$ cat config.mk
export PLATFORM = sky130hd
export DESIGN_NAME = touch_gesture_recognizer_flat
export DESIGN_NICKNAME = d
export VERILOG_FILES = /design/src/rtl/tgr_pkg.sv /design/src/rtl/tgr_sample_if.sv /design/src/rtl/tgr_tracker.sv /design/src/rtl/touch_gesture_recognizer.sv /design/src/flat_wrapper.sv
export SDC_FILE = /design/constraint.sdc
export NUM_CORES = 1
export LEC_CHECK = 0
export BUFFER_PORTS_ARGS = -buffer_cell sky130_fd_sc_hd__buf_4
export CORE_ASPECT_RATIO = 0.5
export CORE_MARGIN = 3
export CORE_UTILIZATION = 37
export CTS_BUF_LIST = sky130_fd_sc_hd__clkbuf_8 sky130_fd_sc_hd__clkbuf_16
export CTS_CLUSTER_SIZE = 30
export DETAILED_ROUTE_END_ITERATION = 12
export HOLD_SLACK_MARGIN = 0.12
export SYNTH_ARGS = -nofsm -noshare
export SYNTH_HDL_FRONTEND = slang
export SYNTH_SLANG_ARGS = --single-unit
$ cat constraint.sdc
create_clock -name clk -period 10.48 [get_ports clk]
set_input_delay 1.048 -clock clk [delete_from_list [all_inputs] [get_ports clk]]
set_output_delay 1.048 -clock clk [all_outputs]
set_load 0.01 [all_outputs]
$ cat src/rtl/tgr_pkg.sv
// Shared types, codes and constants for the touch gesture recognizer.
package tgr_pkg;

  localparam int RAW_W   = 16;  // raw coordinate
  localparam int POS_W   = 10;  // scaled coordinate, 0..655
  localparam int CFG_W   = 8;
  localparam int CNT_W   = 8;
  localparam int GEST_W  = 4;
  localparam int DIR_W   = 4;
  localparam int CIRC_W  = 6;
  localparam int CIDX_W  = 2;

  // divide by 100 as multiply by reciprocal; exact for every 16-bit value
  localparam int RECIP_W = 17;
  localparam logic [RECIP_W-1:0] RECIP_100 = 17'd83887;
  localparam int RECIP_SHIFT = 23;

  localparam logic [CNT_W-1:0] CNT_MAX = 8'd255;

  // gesture codes
  localparam logic [GEST_W-1:0] G_NONE  = 4'd0;
  localparam logic [GEST_W-1:0] G_RIGHT = 4'd1;
  localparam logic [GEST_W-1:0] G_LEFT  = 4'd2;
  localparam logic [GEST_W-1:0] G_UP    = 4'd3;
  localparam logic [GEST_W-1:0] G_DOWN  = 4'd4;
  localparam logic [GEST_W-1:0] G_CLICK = 4'd5;
  localparam logic [GEST_W-1:0] G_CW    = 4'd6;
  localparam logic [GEST_W-1:0] G_CCW   = 4'd7;
  localparam logic [GEST_W-1:0] G_HOLD  = 4'd8;

  // per-axis direction codes
  localparam logic [1:0] D_NONE  = 2'd0;
  localparam logic [1:0] DX_RIGHT = 2'd1;
  localparam logic [1:0] DX_LEFT  = 2'd2;
  localparam logic [1:0] DY_UP    = 2'd1;
  localparam logic [1:0] DY_DOWN  = 2'd2;

  // configuration register indexes
  localparam logic [CIDX_W-1:0] CFG_CLICK_TOL_X = 2'd0;
  localparam logic [CIDX_W-1:0] CFG_CLICK_TOL_Y = 2'd1;
  localparam logic [CIDX_W-1:0] CFG_HOLD_TOL    = 2'd2;
  localparam logic [CIDX_W-1:0] CFG_HOLD_COUNT  = 2'd3;

  typedef struct packed {
    logic [CFG_W-1:0] click_tol_x;
    logic [CFG_W-1:0] click_tol_y;
    logic [CFG_W-1:0] hold_tol;
    logic [CFG_W-1:0] hold_count;
  } tgr_cfg_t;

  typedef struct packed {
    logic [GEST_W-1:0] gesture;
    logic              hold_active;
  } tgr_result_t;

endpackage

$ cat src/rtl/tgr_sample_if.sv
// Sample and result channel interfaces.
interface tgr_sample_if;
  import tgr_pkg::*;
  logic             valid;
  logic             ready;
  logic [RAW_W-1:0] x_raw;
  logic [RAW_W-1:0] y_raw;
  modport source (output valid, x_raw, y_raw, input ready);
  modport sink   (input valid, x_raw, y_raw, output ready);
endinterface

interface tgr_result_if;
  import tgr_pkg::*;
  logic              valid;
  logic              ready;
  logic [GEST_W-1:0] gesture;
  logic              hold_active;
  modport source (output valid, gesture, hold_active, input ready);
  modport sink   (input valid, gesture, hold_active, output ready);
endinterface

$ cat src/rtl/tgr_tracker.sv
// Presence, direction, circle and hold tracking; computes one result per step.
module tgr_tracker (
  input  logic                         clk,
  input  logic                         rst,
  input  logic                         step,
  input  logic [tgr_pkg::POS_W-1:0]    x,
  input  logic [tgr_pkg::POS_W-1:0]    y,
  input  tgr_pkg::tgr_cfg_t            cfg,
  output tgr_pkg::tgr_result_t         res_next
);
  import tgr_pkg::*;

  logic [POS_W-1:0]  last_x, last_y, origin_x, origin_y;
  logic [CNT_W-1:0]  sample_count;
  logic [DIR_W-1:0]  direction_now, direction_before;
  logic [CIRC_W-1:0] circle_progress;
  logic              hold_seen, swipe_enabled, hold_output;

  logic [POS_W-1:0]  last_x_next, last_y_next, origin_x_next, origin_y_next;
  logic [CNT_W-1:0]  sample_count_next;
  logic [DIR_W-1:0]  direction_now_next, direction_before_next;
  logic [CIRC_W-1:0] circle_progress_next;
  logic              hold_seen_next, swipe_enabled_next, hold_output_next;
  logic [GEST_W-1:0] gest;

  logic              present, was_present, counted, hold_hit;
  logic [POS_W-1:0]  hold_dx, hold_dy, net_dx, net_dy;

  function automatic logic [POS_W-1:0] abs_diff(input logic [POS_W-1:0] a,
                                                input logic [POS_W-1:0] b);
    return (a > b) ? (a - b) : (b - a);
  endfunction

  function automatic logic dir_is(input logic [DIR_W-1:0] b, input logic [DIR_W-1:0] n,
                                  input logic [1:0] bx, input logic [1:0] nx,
                                  input logic [1:0] by, input logic [1:0] ny);
    return (b[1:0] == bx) && (n[1:0] == nx) && (b[3:2] == by) && (n[3:2] == ny);
  endfunction

  always_comb begin
    last_x_next           = x;
    last_y_next           = y;
    origin_x_next         = origin_x;
    origin_y_next         = origin_y;
    sample_count_next     = sample_count;
    direction_now_next    = direction_now;
    direction_before_next = direction_before;
    circle_progress_next  = circle_progress;
    hold_seen_next        = hold_seen;
    swipe_enabled_next    = swipe_enabled;
    hold_output_next      = hold_output;
    gest                  = G_NONE;

    present     = (x != '0) || (y != '0);
    was_present = (last_x != '0) || (last_y != '0);
    counted     = sample_count < CNT_MAX;
    net_dx      = abs_diff(last_x, origin_x);
    net_dy      = abs_diff(last_y, origin_y);
    hold_dx     = '0;
    hold_dy     = '0;
    hold_hit    = 1'b0;

    if (present) begin
      if (counted) sample_count_next = sample_count + 8'd1;
      // entering the zone: new origin, tracking starts over
      if (!was_present) begin
        hold_seen_next       = 1'b0;
        circle_progress_next = '0;
        direction_now_next   = '0;
        origin_x_next        = x;
        origin_y_next        = y;
      end
      direction_before_next = direction_now_next;

      hold_dx  = abs_diff(x, origin_x_next);
      hold_dy  = abs_diff(y, origin_y_next);
      hold_hit = counted && (sample_count_next == cfg.hold_count) &&
                 (hold_dx < {2'b00, cfg.hold_tol}) && (hold_dy < {2'b00, cfg.hold_tol});
      if (hold_hit) begin
        hold_seen_next     = 1'b1;
        gest               = G_HOLD;
        swipe_enabled_next = 1'b0;
      end

      if (!hold_seen_next) begin
        // an axis that does not move keeps its last direction
        if (x > last_x)      direction_now_next[1:0] = DX_RIGHT;
        else if (x < last_x) direction_now_next[1:0] = DX_LEFT;
        if (y > last_y)      direction_now_next[3:2] = DY_UP;
        else if (y < last_y) direction_now_next[3:2] = DY_DOWN;

        if (dir_is(direction_before_next, direction_now_next,
                   DX_RIGHT, DX_RIGHT, DY_UP, DY_DOWN))
          circle_progress_next[0] = 1'b1;
        if (circle_progress_next[0] && dir_is(direction_before_next, direction_now_next,
                   DX_RIGHT, DX_LEFT, DY_DOWN, DY_DOWN))
          circle_progress_next[1] = 1'b1;
        if (circle_progress_next[1] && dir_is(direction_before_next, direction_now_next,
                   DX_LEFT, DX_LEFT, DY_DOWN, DY_UP))
          circle_progress_next[2] = 1'b1;
        if (circle_progress_next[2] && dir_is(direction_before_next, direction_now_next,
                   DX_LEFT, DX_RIGHT, DY_UP, DY_UP)) begin
          gest                      = G_CW;
          circle_progress_next[2:0] = 3'b000;
          swipe_enabled_next        = 1'b0;
        end

        if (dir_is(direction_before_next, direction_now_next,
                   DX_LEFT, DX_LEFT, DY_UP, DY_DOWN))
          circle_progress_next[3] = 1'b1;
        if (circle_progress_next[3] && dir_is(direction_before_next, direction_now_next,
                   DX_LEFT, DX_RIGHT, DY_DOWN, DY_DOWN))
          circle_progress_next[4] = 1'b1;
        if (circle_progress_next[4] && dir_is(direction_before_next, direction_now_next,
                   DX_RIGHT, DX_RIGHT, DY_DOWN, DY_UP))
          circle_progress_next[5] = 1'b1;
        if (circle_progress_next[5] && dir_is(direction_before_next, direction_now_next,
                   DX_RIGHT, DX_LEFT, DY_UP, DY_UP)) begin
          gest                      = G_CCW;
          circle_progress_next[5:3] = 3'b000;
          swipe_enabled_next        = 1'b0;
        end
      end
    end else if (was_present) begin
      // leaving: net motion decides swipe or click
      if (swipe_enabled) begin
        if (net_dx > net_dy)      gest = (last_x > origin_x) ? G_RIGHT : G_LEFT;
        else if (net_dy > net_dx) gest = (last_y > origin_y) ? G_UP : G_DOWN;
        if ((net_dx < {2'b00, cfg.click_tol_x}) && (net_dy < {2'b00, cfg.click_tol_y}))
          gest = G_CLICK;
      end
      swipe_enabled_next = 1'b1;
      hold_output_next   = 1'b0;
      sample_count_next  = '0;
    end

    if (gest == G_HOLD) hold_output_next = 1'b1;

    res_next.gesture     = gest;
    res_next.hold_active = hold_output_next;
  end

  always_ff @(posedge clk) begin
    if (rst) begin
      last_x           <= '0;
      last_y           <= '0;
      origin_x         <= '0;
      origin_y         <= '0;
      sample_count     <= '0;
      direction_now    <= '0;
      direction_before <= '0;
      circle_progress  <= '0;
      hold_seen        <= 1'b0;
      swipe_enabled    <= 1'b1;
      hold_output      <= 1'b0;
    end else if (step) begin
      last_x           <= last_x_next;
      last_y           <= last_y_next;
      origin_x         <= origin_x_next;
      origin_y         <= origin_y_next;
      sample_count     <= sample_count_next;
      direction_now    <= direction_now_next;
      direction_before <= direction_before_next;
      circle_progress  <= circle_progress_next;
      hold_seen        <= hold_seen_next;
      swipe_enabled    <= swipe_enabled_next;
      hold_output      <= hold_output_next;
    end
  end

endmodule

$ cat src/rtl/touch_gesture_recognizer.sv
// Touch gesture recognizer: one position word in, one gesture word out.
//
// Each accepted sample word is scaled by 1/100 (reciprocal multiply) into an
// input register; once the output register is free, the tracking state is
// updated and the result word is loaded into the output register, so a
// result passes through the input and output registers. A new sample is
// taken every cycle as long as the output register is empty or being
// drained; the throughput is then one word per clock. Configuration
// writes are taken at any time through cfg_we/cfg_index/cfg_data and are
// meant to happen while no sample is in flight.
module touch_gesture_recognizer (
  input  logic                         clk,
  input  logic                         rst,
  tgr_sample_if.sink                   sample,
  tgr_result_if.source                 result,
  input  logic                         cfg_we,
  input  logic [tgr_pkg::CIDX_W-1:0]   cfg_index,
  input  logic [tgr_pkg::CFG_W-1:0]    cfg_data
);
  import tgr_pkg::*;

  localparam int PROD_W = RAW_W + RECIP_W;

  tgr_cfg_t          cfg;
  logic              s1_valid;
  logic [POS_W-1:0]  s1_x, s1_y;
  logic              out_valid;
  tgr_result_t       res;
  tgr_result_t       res_next;
  logic              out_free, step;
  logic [PROD_W-1:0] prod_x, prod_y;

  assign prod_x = PROD_W'(sample.x_raw) * PROD_W'(RECIP_100);
  assign prod_y = PROD_W'(sample.y_raw) * PROD_W'(RECIP_100);

  assign out_free     = !out_valid || result.ready;
  assign step         = s1_valid && out_free;
  assign sample.ready = !s1_valid || out_free;

  always_ff @(posedge clk) begin
    if (rst) begin
      cfg.click_tol_x <= 8'd5;
      cfg.click_tol_y <= 8'd5;
      cfg.hold_tol    <= 8'd8;
      cfg.hold_count  <= 8'd15;
    end else if (cfg_we) begin
      unique case (cfg_index)
        CFG_CLICK_TOL_X: cfg.click_tol_x <= cfg_data;
        CFG_CLICK_TOL_Y: cfg.click_tol_y <= cfg_data;
        CFG_HOLD_TOL:    cfg.hold_tol    <= cfg_data;
        CFG_HOLD_COUNT:  cfg.hold_count  <= cfg_data;
        default: ;
      endcase
    end
  end

  always_ff @(posedge clk) begin
    if (rst) begin
      s1_valid <= 1'b0;
    end else if (sample.ready) begin
      s1_valid <= sample.valid;
    end
  end

  always_ff @(posedge clk) begin
    if (sample.ready && sample.valid) begin
      s1_x <= prod_x[RECIP_SHIFT +: POS_W];
      s1_y <= prod_y[RECIP_SHIFT +: POS_W];
    end
  end

  tgr_tracker u_tracker (
    .clk      (clk),
    .rst      (rst),
    .step     (step),
    .x        (s1_x),
    .y        (s1_y),
    .cfg      (cfg),
    .res_next (res_next)
  );

  always_ff @(posedge clk) begin
    if (rst) begin
      out_valid <= 1'b0;
    end else if (step) begin
      out_valid <= 1'b1;
    end else if (result.ready) begin
      out_valid <= 1'b0;
    end
  end

  always_ff @(posedge clk) begin
    if (step) res <= res_next;
  end

  assign result.valid       = out_valid;
  assign result.gesture     = res.gesture;
  assign result.hold_active = res.hold_active;

endmodule
$ cat src/flat_wrapper.sv
// flat-port wrapper written by rule: the top's interface ports become plain ports
module touch_gesture_recognizer_flat import tgr_pkg::*;
  (clk, rst, cfg_we, cfg_index, cfg_data, sample_valid, sample_x_raw, sample_y_raw, sample_ready, result_valid, result_gesture, result_hold_active, result_ready);
  tgr_sample_if sample_i ();
  tgr_result_if result_i ();
  input  logic clk;
  input  logic rst;
  input  logic cfg_we;
  input  logic [tgr_pkg::CIDX_W-1:0] cfg_index;
  input  logic [tgr_pkg::CFG_W-1:0] cfg_data;
  input wire logic [$bits(sample_i.valid)-1:0] sample_valid;
  input wire logic [$bits(sample_i.x_raw)-1:0] sample_x_raw;
  input wire logic [$bits(sample_i.y_raw)-1:0] sample_y_raw;
  output wire logic [$bits(sample_i.ready)-1:0] sample_ready;
  output wire logic [$bits(result_i.valid)-1:0] result_valid;
  output wire logic [$bits(result_i.gesture)-1:0] result_gesture;
  output wire logic [$bits(result_i.hold_active)-1:0] result_hold_active;
  input wire logic [$bits(result_i.ready)-1:0] result_ready;
  assign sample_i.valid = sample_valid;
  assign sample_i.x_raw = sample_x_raw;
  assign sample_i.y_raw = sample_y_raw;
  assign sample_ready = sample_i.ready;
  assign result_valid = result_i.valid;
  assign result_gesture = result_i.gesture;
  assign result_hold_active = result_i.hold_active;
  assign result_i.ready = result_ready;
  touch_gesture_recognizer u_core (.clk(clk), .rst(rst), .sample(sample_i), .result(result_i), .cfg_we(cfg_we), .cfg_index(cfg_index), .cfg_data(cfg_data));
endmodule
==> results.cfg <==
[global_route]
grt_remaining_overflow = 0
grt_pass1_vias = 15225
antenna_found_initial = 0
grt_usage_pct = 17.6
grt_max_degree = 90
grt_pass1_wl_um = 78600

[sta]
finalHoldViolCount = 0
slew_violations = 0
max_freq_mhz = 135
period_minus_slack_ns = 7.38
finalSetupViolations = 0
period_share_pct = 70.5
rsz0062_at_grt = false
tightest_slew_ns = 0.995
slew_headroom_pct = 33.4
worst_clock_skew_ns = 0.0112
setup_tns_ns = 0

[placed_design]
routabilityCongestion = 0.878
port_buffers = 53
dp_hpwl_um = 39900
placedCellCount = 2877

[clock_network]
clockRootBuffer = clkbuf_16
clk_latency_ns = 0.43
postCtsSetupBuffers = 0
hold_buffers = 0
clockBufferDepth = 2
cts.sinks = 120
cts_tree = yes
cts_buffers = 17
path_clk_slew_ns = 0.06
cts_resized = 0
htreeDepth = 4

[synth]
ys_warn_count = 0
avgSynthCellArea_um2 = 8.87
synth_area_mm2 = 0.0193
async_reset_ff_share_pct = 0
ys_seq_area_share_pct = 13.7
synthDistinctLibCells = 80
ys_ff_latch = 120
syn_inst = 2179
synth_flop_cell = dfxtp_1
synth_edf_count = 25
synthesis.nets = 2829

[final_layout]
stdcell_count = 2909
diodes = 0
final_common_cell = inv_1
area_growth_pct = 8.56
fin_nets = 2856
most-common-layout-cells = 451 x inv_1, 401 x ha_1, 202 x fa_1, 152 x nand2_1, 147 x a21oi_1
drive_gt1_share_pct = 5.68
finish.utilization_pct = 41.2

[power_and_ir_drop]
p_per_area_mw_per_mm2 = 279
leakage_nw = 10.4
switchingPower_mw = 2.96
switching_share_pct = 50.7
peakVddDrop_mv = 0.169
combPwrFrac_pct = 78.5
power_frac_seq_pct = 12.1
pwr-share-clk_pct = 9.4
p_int_mw = 2.89

[setup_path]
critical_path_class = register to register
crit_path_frequent_cell = a21oi_1
crit_arrival_ns = 7.69
crit_fanout = 40
worst_path_largest_cell_delay_ns = 0.62
cp_slowest_cell = or2_2
endpoint_kind = register
cp_data_required_time_ns = 10.79
r2r_slack_ns = 3.10
start_kind = register

[route]
firstDrtPassIters = 5
drc = 0
vias = 14770
wire_per_inst_um = 16.1
ant_nets = 0
drt_iter0_drc = 797
viasPerCell = 5.08
routed_wl_um = 46700

[floorplanning]
die_h_um = 168
pin_count = 54
row_count = 58
core-area_mm2 = 0.0509
die_x_um = 329
start_util_pct = 38.0
die-area_mm2 = 0.0552

[status]
status = finished clean

[min_path]
hp-class = register to register

[flow_run]
cap_violations = 0
## kinds of logic (layout without fill, tap and decap cells)
family	count (synthesis)	in the layout	share of synthesized area (%)
fa+ha+maj	603	603	46.9
buf+inv	505	545	9.94
simple gates	452	452	11.0
compound gates	409	409	14.0
flops	120	120	13.7
xor+xnor	59	59	2.68
mux	31	31	1.67
## sequential cells by signal (all words and copies together) (netlist names)
signal and flops:
u_core.result.gesture 4, u_core.result.hold_active 1, u_core.u_tracker.hold_seen 1, u_core.cfg 32, u_core.result.valid 1, u_core.u_tracker.direction_now 4
u_core.u_tracker.last_y 10, u_core.u_tracker.last_x 10, u_core.s1_y 10, u_core.u_tracker.origin_y 10, u_core.u_tracker.circle_progress 6, u_core.s1_x 10
u_core.u_tracker.sample_count 8, u_core.s1_valid 1, u_core.u_tracker.hold_output 1, u_core.u_tracker.swipe_enabled 1, u_core.u_tracker.origin_x 10
## routing by layer
| metal | wire, um | up-vias | track usage (%) |
|---|---|---|---|
| li1 | - | 7354 | - |
| met1 | 22700 | 7121 | 24.5 |
| met5 | 0 | - | 0 |
| met2 | 21600 | 252 | 29.3 |
| met3 | 1790 | 43 | 2.15 |
| met4 | 670 | 0 | 3.52 |
## layout make-up
cell class                 count  area [um^2]
fill                        5100        29900
clock buffer                  19          453
sequential                   120         2650
clock inverter                13         92.6
tap                          690          863
inverter                     451         1690
timing repair buffer          62          465
multi-input combinational   1554        14800
## through the flow
step	area (um^2)	worst slack [ns]	hold WS [ns]	total power, mW
final	21000	3.10	0.461	5.85
after global routing	21000	2.45	0.486	6.64
after CTS	21000	3.04	0.462	5.92
after detailed placement	20400	3.04	0.452	5.31
after global placement	20400	3.04	0.446	5.24
after floorplan	19300	3.86	0.435	4.12
## cell usage after synthesis (all sizes together), types with 17 or more instances
master	number	area share, %
nand4	18	0.66
nor2	119	2.3
mux2i	21	1.1
xor2	20	0.91
ha	401	26
clkbuf	35	0.68
fa	202	21
dfxtp	95	9.8
xnor2	39	1.8
a21o	40	1.6
nor2b	17	0.55
nand2	152	3.0
nor3	27	0.70
edfxtp	25	3.9
a21oi	147	3.8
buf	19	0.50
nand3	40	1.0
inv	451	8.8
o21ai	56	1.5
a211oi	40	1.6
## worst max-delay path: cells and delay by family, from the launching register on
| family | cells | cell delay [ns] |
|---|---|---|
| xor+xnor | 1 | 0.16 |
| fa+ha+maj | 3 | 0.87 |
| flops | 1 | 0.34 |
| buf+inv | 3 | 0.37 |
| simple gates | 8 | 2.42 |
| compound gates | 14 | 3.12 |
## power groups by stage
stage          sequential (mW)  combinational, mW  clock (mW)
4_1_cts                  0.701               4.66       0.561
6_report                 0.706               4.60       0.549
2_1_floorplan            0.647               3.47           0
3_5_place_dp             0.711               4.60           0
5_1_grt                  0.710               5.35       0.581
3_3_place_gp             0.710               4.53           0
## path summary, 6_finish.rpt
| path | startpoint | endpoint | cells past startpoint |
|---|---|---|---|
| min | u_core.cfg[9]$_SDFFE_PP0P_ | u_core.cfg[9]$_SDFFE_PP0P_ | 2 |
| max reg2reg | u_core.u_tracker.last_y[2]$_SDFFE_PP0P_ | u_core.u_tracker.swipe_enabled$_SDFFE_PP1P_ | 29 |
| min reg2reg | u_core.cfg[9]$_SDFFE_PP0P_ | u_core.cfg[9]$_SDFFE_PP0P_ | 2 |
| max | u_core.u_tracker.last_y[2]$_SDFFE_PP0P_ | u_core.u_tracker.swipe_enabled$_SDFFE_PP1P_ | 29 |
Note: power is estimated with default switching activity, not from simulation.
